--- src/hdl/hse_pkg.sv ---
`timescale 1ns / 1ps
package hse_pkg;
  localparam int CAPACITY = 64;
  localparam int IDX_W    = $clog2(CAPACITY);
  localparam int CNT_W    = $clog2(CAPACITY + 1);
  localparam int DATA_W   = 32;

  typedef logic [IDX_W-1:0] idx_t;
  typedef logic [CNT_W-1:0] cnt_t;
  typedef logic signed [DATA_W-1:0] data_t;
endpackage

--- src/hdl/hse_ram.sv ---
`timescale 1ns / 1ps
module hse_ram #(
  parameter int WIDTH = 32,
  parameter int DEPTH = 64
) (
  input  logic                     clk,
  input  logic                     we,
  input  logic [$clog2(DEPTH)-1:0] waddr,
  input  logic [WIDTH-1:0]         wdata,
  input  logic [$clog2(DEPTH)-1:0] raddr,
  output logic [WIDTH-1:0]         rdata
);
  logic [WIDTH-1:0] mem [DEPTH];

  always_ff @(posedge clk) begin
    if (we) begin
      mem[waddr] <= wdata;
    end
    rdata <= mem[raddr];
  end
endmodule

--- src/hdl/heap_sort_engine.sv ---
`timescale 1ns / 1ps
// Heapsort engine. Values arrive one request per cycle and are stored in a
// 64-entry single-port-read RAM; the request flagged last_of_set starts the
// sort, and requests beyond 64 are dropped and reported through overflowed on
// every result of the set. While the block sorts and emits, it accepts no
// input. Sorting runs a sift-down sequencer around the RAM's single read
// port: each heap level reads the left child, reads the right child, then
// compares and writes back (S_CHK, S_LEFT, S_RIGHT); each heap-build sift
// starts by reading its node (S_BLD_RD, S_BLD_V) and each root swap reads the
// root and the last entry and writes the swap (S_SRT_RD0, S_SRT_RDL,
// S_SRT_SWAP). Each sorted result is read, registered and held until
// out_ready, values leaving in ascending order with final_res on the last.
module heap_sort_engine
  import hse_pkg::*;
(
  input  logic               clk,
  input  logic               rst,
  input  logic               in_valid,
  output logic               in_ready,
  input  logic signed [31:0] value,
  input  logic               last_of_set,
  output logic               out_valid,
  input  logic               out_ready,
  output logic signed [31:0] sorted_value,
  output logic               final_res,
  output logic               overflowed
);
  localparam logic [3:0] S_LOAD     = 4'd0;
  localparam logic [3:0] S_BLD_RD   = 4'd1;
  localparam logic [3:0] S_BLD_V    = 4'd2;
  localparam logic [3:0] S_CHK      = 4'd3;
  localparam logic [3:0] S_LEFT     = 4'd4;
  localparam logic [3:0] S_RIGHT    = 4'd5;
  localparam logic [3:0] S_SRT_RD0  = 4'd6;
  localparam logic [3:0] S_SRT_RDL  = 4'd7;
  localparam logic [3:0] S_SRT_SWAP = 4'd8;
  localparam logic [3:0] S_EMIT_RD  = 4'd9;
  localparam logic [3:0] S_EMIT_LD  = 4'd10;
  localparam logic [3:0] S_EMIT_OUT = 4'd11;

  logic [3:0] state;
  cnt_t       count;
  logic       dropped;
  cnt_t       hlen;
  idx_t       node;
  idx_t       bld_idx;
  idx_t       k;
  logic       sort_phase;
  data_t      v;
  data_t      lval;

  logic       we;
  idx_t       waddr;
  data_t      wdata;
  idx_t       raddr;
  data_t      rdata;

  logic [CNT_W:0] left_idx;
  logic [CNT_W:0] right_idx;
  logic           left_ok;
  logic           right_ok;
  logic           l_gt_v;
  logic           lval_gt_v;
  data_t          bigval;
  logic           r_gt;
  logic           has_room;
  cnt_t           n_final;
  logic           sift_done;
  idx_t           hlen_m1;

  hse_ram #(
    .WIDTH(DATA_W),
    .DEPTH(CAPACITY)
  ) u_store (
    .clk  (clk),
    .we   (we),
    .waddr(waddr),
    .wdata(wdata),
    .raddr(raddr),
    .rdata(rdata)
  );

  assign left_idx  = {1'b0, CNT_W'({node, 1'b1})};
  assign right_idx = left_idx + (CNT_W + 1)'(1);
  assign left_ok   = left_idx < {1'b0, hlen};
  assign right_ok  = right_idx < {1'b0, hlen};
  assign l_gt_v    = rdata > v;
  assign lval_gt_v = lval > v;
  assign bigval    = lval_gt_v ? lval : v;
  assign r_gt      = rdata > bigval;
  assign has_room  = count < CNT_W'(CAPACITY);
  assign n_final   = has_room ? count + CNT_W'(1) : count;
  assign hlen_m1   = IDX_W'(hlen - CNT_W'(1));

  assign in_ready  = (state == S_LOAD);
  assign out_valid = (state == S_EMIT_OUT);

  always_comb begin
    sift_done = 1'b0;
    unique case (state)
      S_CHK:   sift_done = !left_ok;
      S_LEFT:  sift_done = !right_ok && !l_gt_v;
      S_RIGHT: sift_done = !r_gt && !lval_gt_v;
      default: sift_done = 1'b0;
    endcase
  end

  always_comb begin
    we    = 1'b0;
    waddr = node;
    wdata = v;
    raddr = node;
    unique case (state)
      S_LOAD: begin
        we    = in_valid && has_room;
        waddr = count[IDX_W-1:0];
        wdata = value;
      end
      S_BLD_RD: begin
        raddr = bld_idx;
      end
      S_CHK: begin
        if (!left_ok) begin
          we = 1'b1;
        end else begin
          raddr = left_idx[IDX_W-1:0];
        end
      end
      S_LEFT: begin
        if (right_ok) begin
          raddr = right_idx[IDX_W-1:0];
        end else begin
          we    = 1'b1;
          wdata = l_gt_v ? rdata : v;
        end
      end
      S_RIGHT: begin
        we    = 1'b1;
        wdata = r_gt ? rdata : bigval;
      end
      S_SRT_RD0: begin
        raddr = '0;
      end
      S_SRT_RDL: begin
        raddr = hlen_m1;
      end
      S_SRT_SWAP: begin
        we    = 1'b1;
        waddr = hlen_m1;
        wdata = lval;
      end
      S_EMIT_RD: begin
        raddr = k;
      end
      default: begin
        we = 1'b0;
      end
    endcase
  end

  always_ff @(posedge clk) begin
    if (rst) begin
      state      <= S_LOAD;
      count      <= '0;
      dropped    <= 1'b0;
      sort_phase <= 1'b0;
    end else begin
      unique case (state)
        S_LOAD: begin
          if (in_valid) begin
            if (has_room) begin
              count <= count + CNT_W'(1);
            end else begin
              dropped <= 1'b1;
            end
            if (last_of_set) begin
              hlen       <= n_final;
              bld_idx    <= IDX_W'(n_final >> 1);
              sort_phase <= 1'b0;
              k          <= '0;
              state      <= S_BLD_RD;
            end
          end
        end
        S_BLD_RD: begin
          state <= S_BLD_V;
        end
        S_BLD_V: begin
          v     <= rdata;
          node  <= bld_idx;
          state <= S_CHK;
        end
        S_CHK: begin
          if (left_ok) begin
            state <= S_LEFT;
          end
        end
        S_LEFT: begin
          lval <= rdata;
          if (right_ok) begin
            state <= S_RIGHT;
          end else if (l_gt_v) begin
            node  <= left_idx[IDX_W-1:0];
            state <= S_CHK;
          end
        end
        S_RIGHT: begin
          if (r_gt) begin
            node  <= right_idx[IDX_W-1:0];
            state <= S_CHK;
          end else if (lval_gt_v) begin
            node  <= left_idx[IDX_W-1:0];
            state <= S_CHK;
          end
        end
        S_SRT_RD0: begin
          state <= S_SRT_RDL;
        end
        S_SRT_RDL: begin
          lval  <= rdata;
          state <= S_SRT_SWAP;
        end
        S_SRT_SWAP: begin
          v     <= rdata;
          node  <= '0;
          hlen  <= hlen - CNT_W'(1);
          state <= S_CHK;
        end
        S_EMIT_RD: begin
          state <= S_EMIT_LD;
        end
        S_EMIT_LD: begin
          sorted_value <= rdata;
          final_res    <= (CNT_W'(k) + CNT_W'(1)) == count;
          overflowed   <= dropped;
          state        <= S_EMIT_OUT;
        end
        S_EMIT_OUT: begin
          if (out_ready) begin
            if (final_res) begin
              count   <= '0;
              dropped <= 1'b0;
              state   <= S_LOAD;
            end else begin
              k     <= k + IDX_W'(1);
              state <= S_EMIT_RD;
            end
          end
        end
        default: begin
          state <= S_LOAD;
        end
      endcase

      if (sift_done) begin
        if (!sort_phase) begin
          if (bld_idx == '0) begin
            sort_phase <= 1'b1;
            hlen       <= count;
            state      <= (count > CNT_W'(1)) ? S_SRT_RD0 : S_EMIT_RD;
          end else begin
            bld_idx <= bld_idx - IDX_W'(1);
            state   <= S_BLD_RD;
          end
        end else begin
          state <= (hlen > CNT_W'(1)) ? S_SRT_RD0 : S_EMIT_RD;
        end
      end
    end
  end
endmodule
--- config.mk ---
export PLATFORM = sky130hd
export DESIGN_NAME = heap_sort_engine
export DESIGN_NICKNAME = d
export VERILOG_FILES = /design/src/hdl/hse_pkg.sv /design/src/hdl/hse_ram.sv /design/src/hdl/heap_sort_engine.sv
export SDC_FILE = /design/constraint.sdc
export NUM_CORES = 2
export LEC_CHECK = 0
export ABC_AREA = 0
export BUFFER_PORTS_ARGS = -buffer_cell sky130_fd_sc_hd__clkbuf_2
export CORE_AREA = 5 5 409 411
export CTS_BUF_LIST = sky130_fd_sc_hd__clkbuf_8
export DETAILED_ROUTE_END_ITERATION = 6
export DIE_AREA = 0 0 414 416
export PLACE_DENSITY = 0.81
export SLEW_MARGIN = 20
export SYNTH_ARGS = -nofsm -noshare
export SYNTH_HDL_FRONTEND = slang
export SYNTH_HIERARCHICAL = 1
export SYNTH_SLANG_ARGS = --single-unit
--- constraint.sdc ---
create_clock -name clk -period 7.75 [get_ports clk]
set_input_delay 2.325 -clock clk [delete_from_list [all_inputs] [get_ports clk]]
set_output_delay 2.325 -clock clk [all_outputs]
set_load 0.05 [all_outputs]
==> flow_summary.json <==
{
  "grt_max_degree": 104,
  "global_route.usage.total_pct": 29.4,
  "num_io_pins": 73,
  "antenna_found_initial": 9,
  "drt_iter0_markers": 8508,
  "switching_share_pct": 25.5,
  "grt_use_met2_pct": 45.3,
  "p_leak_nw": 32.4,
  "tightestPinTransition_ns": 1.19,
  "clockPowerShare_pct": 34.9,
  "slowest_delay_ns": 0.68,
  "cts_setup_buffers": 0,
  "clkTransAtPathRegs_ns": 0.06,
  "finalCritPeriodShare_pct": 91.0,
  "finalSetupViolCount": 0,
  "slew_headroom_pct": 20.3,
  "yosys_most_used_dff": "edfxtp_1",
  "p_per_area_nw_per_um2": 264,
  "rsz0062_at_grt": "no",
  "hold_viol": 0,
  "fin_crit_ns": 7.06,
  "crit_top_cell": "buf_4",
  "dieHeight_um": 416,
  "portBuffers": 72,
  "die_w_um": 414,
  "p_int_mw": 19.7,
  "startpoint_type": "flop",
  "busiest_layer": "met2",
  "grt_remaining_overflow": 0,
  "grt_use_met3_pct": 9.37,
  "post_drt_wl_per_cell_um": 35.5,
  "fin_tns_setup_ns": 0,
  "clock-sinks": 2216,
  "grt_pass1_vias": 49400,
  "syn_area_per_cell_um2": 20.4,
  "drv_slew": 0,
  "area_delta_synth_final_pct": 12.6,
  "cts_root_buf": "clkbuf_8",
  "synth_cell_type_count": 76,
  "gr-usage-met1_pct": 37.5,
  "die-area_um2": 172000,
  "yosys.area.top_type_share_pct": 73.3,
  "status": "finished, violations left",
  "endpoint_kind": "flop",
  "vias_per_cell": 6.86,
  "cts_inserted_buffers": 347,
  "synth.largest_area_cell": "edfxtp_1",
  "final_antenna_net_count": 0,
  "synth.area.top_cells": "edfxtp_1 (73%), mux4_2 (14%), ha_1 (1.6%), mux2i_1 (1.2%), dfxtp_1 (1.0%)",
  "cts_tree": "built",
  "crit_path_max_fanout": 33,
  "comb_power_share_pct": 11.7,
  "power_frac_seq_pct": 53.4,
  "htreeDepth": 5,
  "final_cells": 7188,
  "peakVddDrop_v": 0.000132,
  "start_util_pct": 54.3,
  "drive_gt1_share_pct": 28.4,
  "crit_type": "reg2reg",
  "violations": "DRC",
  "dp_cells": 6586,
  "synthCells": 4367,
  "cp.required_ns": 8.56,
  "synth-seq-cells": 2216,
  "synthArstFlopShare_pct": 0,
  "cp_slowest_cell": "o21bai_4",
  "cts_resized": 0,
  "path_cells": "inv_1 -> ha_1 -> a21o_1 -> a21o_1 -> a221oi_2 -> o21ai_1 -> or4_4 -> nand2_4 -> mux2_2 -> inv_1 -> ha_1 -> a21oi_1 -> o21ai_0 -> a221o_1 -> o311a_1 -> o211ai_1 -> nor2b_4 -> buf_4 -> buf_4 -> a221oi_2 -> o21bai_4 -> buf_4",
  "rows": 149,
  "worstPathArrival_ns": 7.87,
  "yosys_warnings": 6,
  "hold_class": "reg2reg",
  "fin_worst_skew_ns": 0.0847,
  "p_switching_mw": 6.74,
  "drc_errors": 2,
  "vias": 49300,
  "clk_latency_ns": 1.06,
  "clockBufferDepth": 4,
  "core_um2": 164000,
  "nNetsFinal": 4898,
  "synth_edf_count": 2171,
  "routed_wl_um": 255000,
  "maxCapViolCount": 0,
  "syn_area_um2": 88900,
  "fillers": 10700,
  "layout_common_cells": "edfxtp_1 (2171), mux4_2 (544), clkbuf_8 (357), inv_1 (183), a21oi_1 (162)",
  "synth_nets": 4519,
  "hold_buffers": 0,
  "hpwl_um": 146000,
  "layout_commonest_cell": "edfxtp_1",
  "grt_pass1_wl_um": 360000,
  "globalplace.congestion": 0.917,
  "fmax_ghz": 0.142,
  "synth_seq_area_share_pct": 74.3,
  "drt_first_pass_iters": 7
}
==> synthesized netlist by cell type, types with 31 or more instances <==
| cell | instances |
|---|---|
| a21oi_1 | 166 |
| o21ai_0 | 35 |
| mux2_2 | 32 |
| o22ai_1 | 88 |
| o21bai_1 | 33 |
| edfxtp_1 | 2171 |
| dfxtp_1 | 45 |
| ha_1 | 115 |
| mux4_2 | 544 |
| a221o_1 | 37 |
| nand2_1 | 94 |
| nand3_1 | 31 |
| mux2i_1 | 103 |
| clkbuf_1 | 108 |
| inv_1 | 93 |
| buf_2 | 64 |
| nor2_1 | 198 |
==> path summary, 6_finish.rpt <==
check        slack, ns             endpoint  depth (start not counted)  startpoint
min reg2reg       0.41           overflowed                          0     dropped
max reg2reg       0.69  u_store/mem[58][16]                         22       v[29]
min               0.41           overflowed                          0     dropped
max               0.69  u_store/mem[58][16]                         22       v[29]
==> sequential cells by signal (all words and copies together) (netlist names), 4 cells and up <==
signal	cells
u_store/mem	2048
lval	32
sorted_value	32
u_store/rdata	32
v	32
count	7
hlen	7
bld_idx	6
k	6
node	6
state	4
==> kinds of logic after synthesis <==
group,count (synthesis),share of synthesized area [%]
buffers and inverters,329,1.66
xor gates and xnor gates,25,0.246
muxes,680,15.4
AOI/OAI and AO/OA,533,4.31
and+or+nand+nor,469,2.48
adders and majority gates,115,1.62
DFF,2216,74.3
==> worst max-delay path, delay by kind of cell, from the launching register on <==
family	cells	cell delay (ns)
and+or+nand+nor	3	1.44
buffers and inverters	5	1.16
muxes	1	0.43
adders and majority gates	2	0.48
DFF	1	0.41
AOI/OAI and AO/OA	11	2.84
==> power by group through the flow <==
| stage | combinational, mW | sequential (mW) | clock (mW) |
|---|---|---|---|
| floorplan | 1.83 | 14.3 | 0 |
| detailed placement | 3.00 | 14.4 | 0 |
| CTS | 3.02 | 14.1 | 9.29 |
| global route | 3.23 | 14.1 | 9.91 |
| finish | 3.09 | 14.1 | 9.21 |
| global placement | 2.90 | 14.4 | 0 |
==> routing by layer <==
layer  part of all wire (%)  vias up
met5                 0.0055        -
met4                    6.7        2
met3                     15      940
met2                     46     4446
met1                     32    24800
li1                       -    19100
==> cell type report <==
cell class	instances	area (um^2)	area share, %
Clock inverter	237	1390	1.39
Inverter	95	357	0.356
Tap cell	2189	2740	2.74
Multi-Input combinational cell	1822	22300	22.3
Clock buffer	357	4910	4.91
Antenna cell	8	20.0	0.0200
Sequential cell	2216	66100	66.0
Timing Repair Buffer	264	2300	2.29
==> per-stage QoR <==
step	total power, mW	area, um^2	hold WS (ns)	setup slack (ns)	utilization (%)
floorplan	16.1	88900	0.409	0.734	-
global placement	17.3	93700	0.429	0.916	57.3
detailed placement	17.4	93800	0.435	0.822	57.3
CTS	26.4	100000	0.395	0.823	61.2
global route	27.3	100000	0.426	0.402	61.2
finish	26.4	100000	0.409	0.695	61.2
No activity file was read; power rests on OpenSTA's default activity.
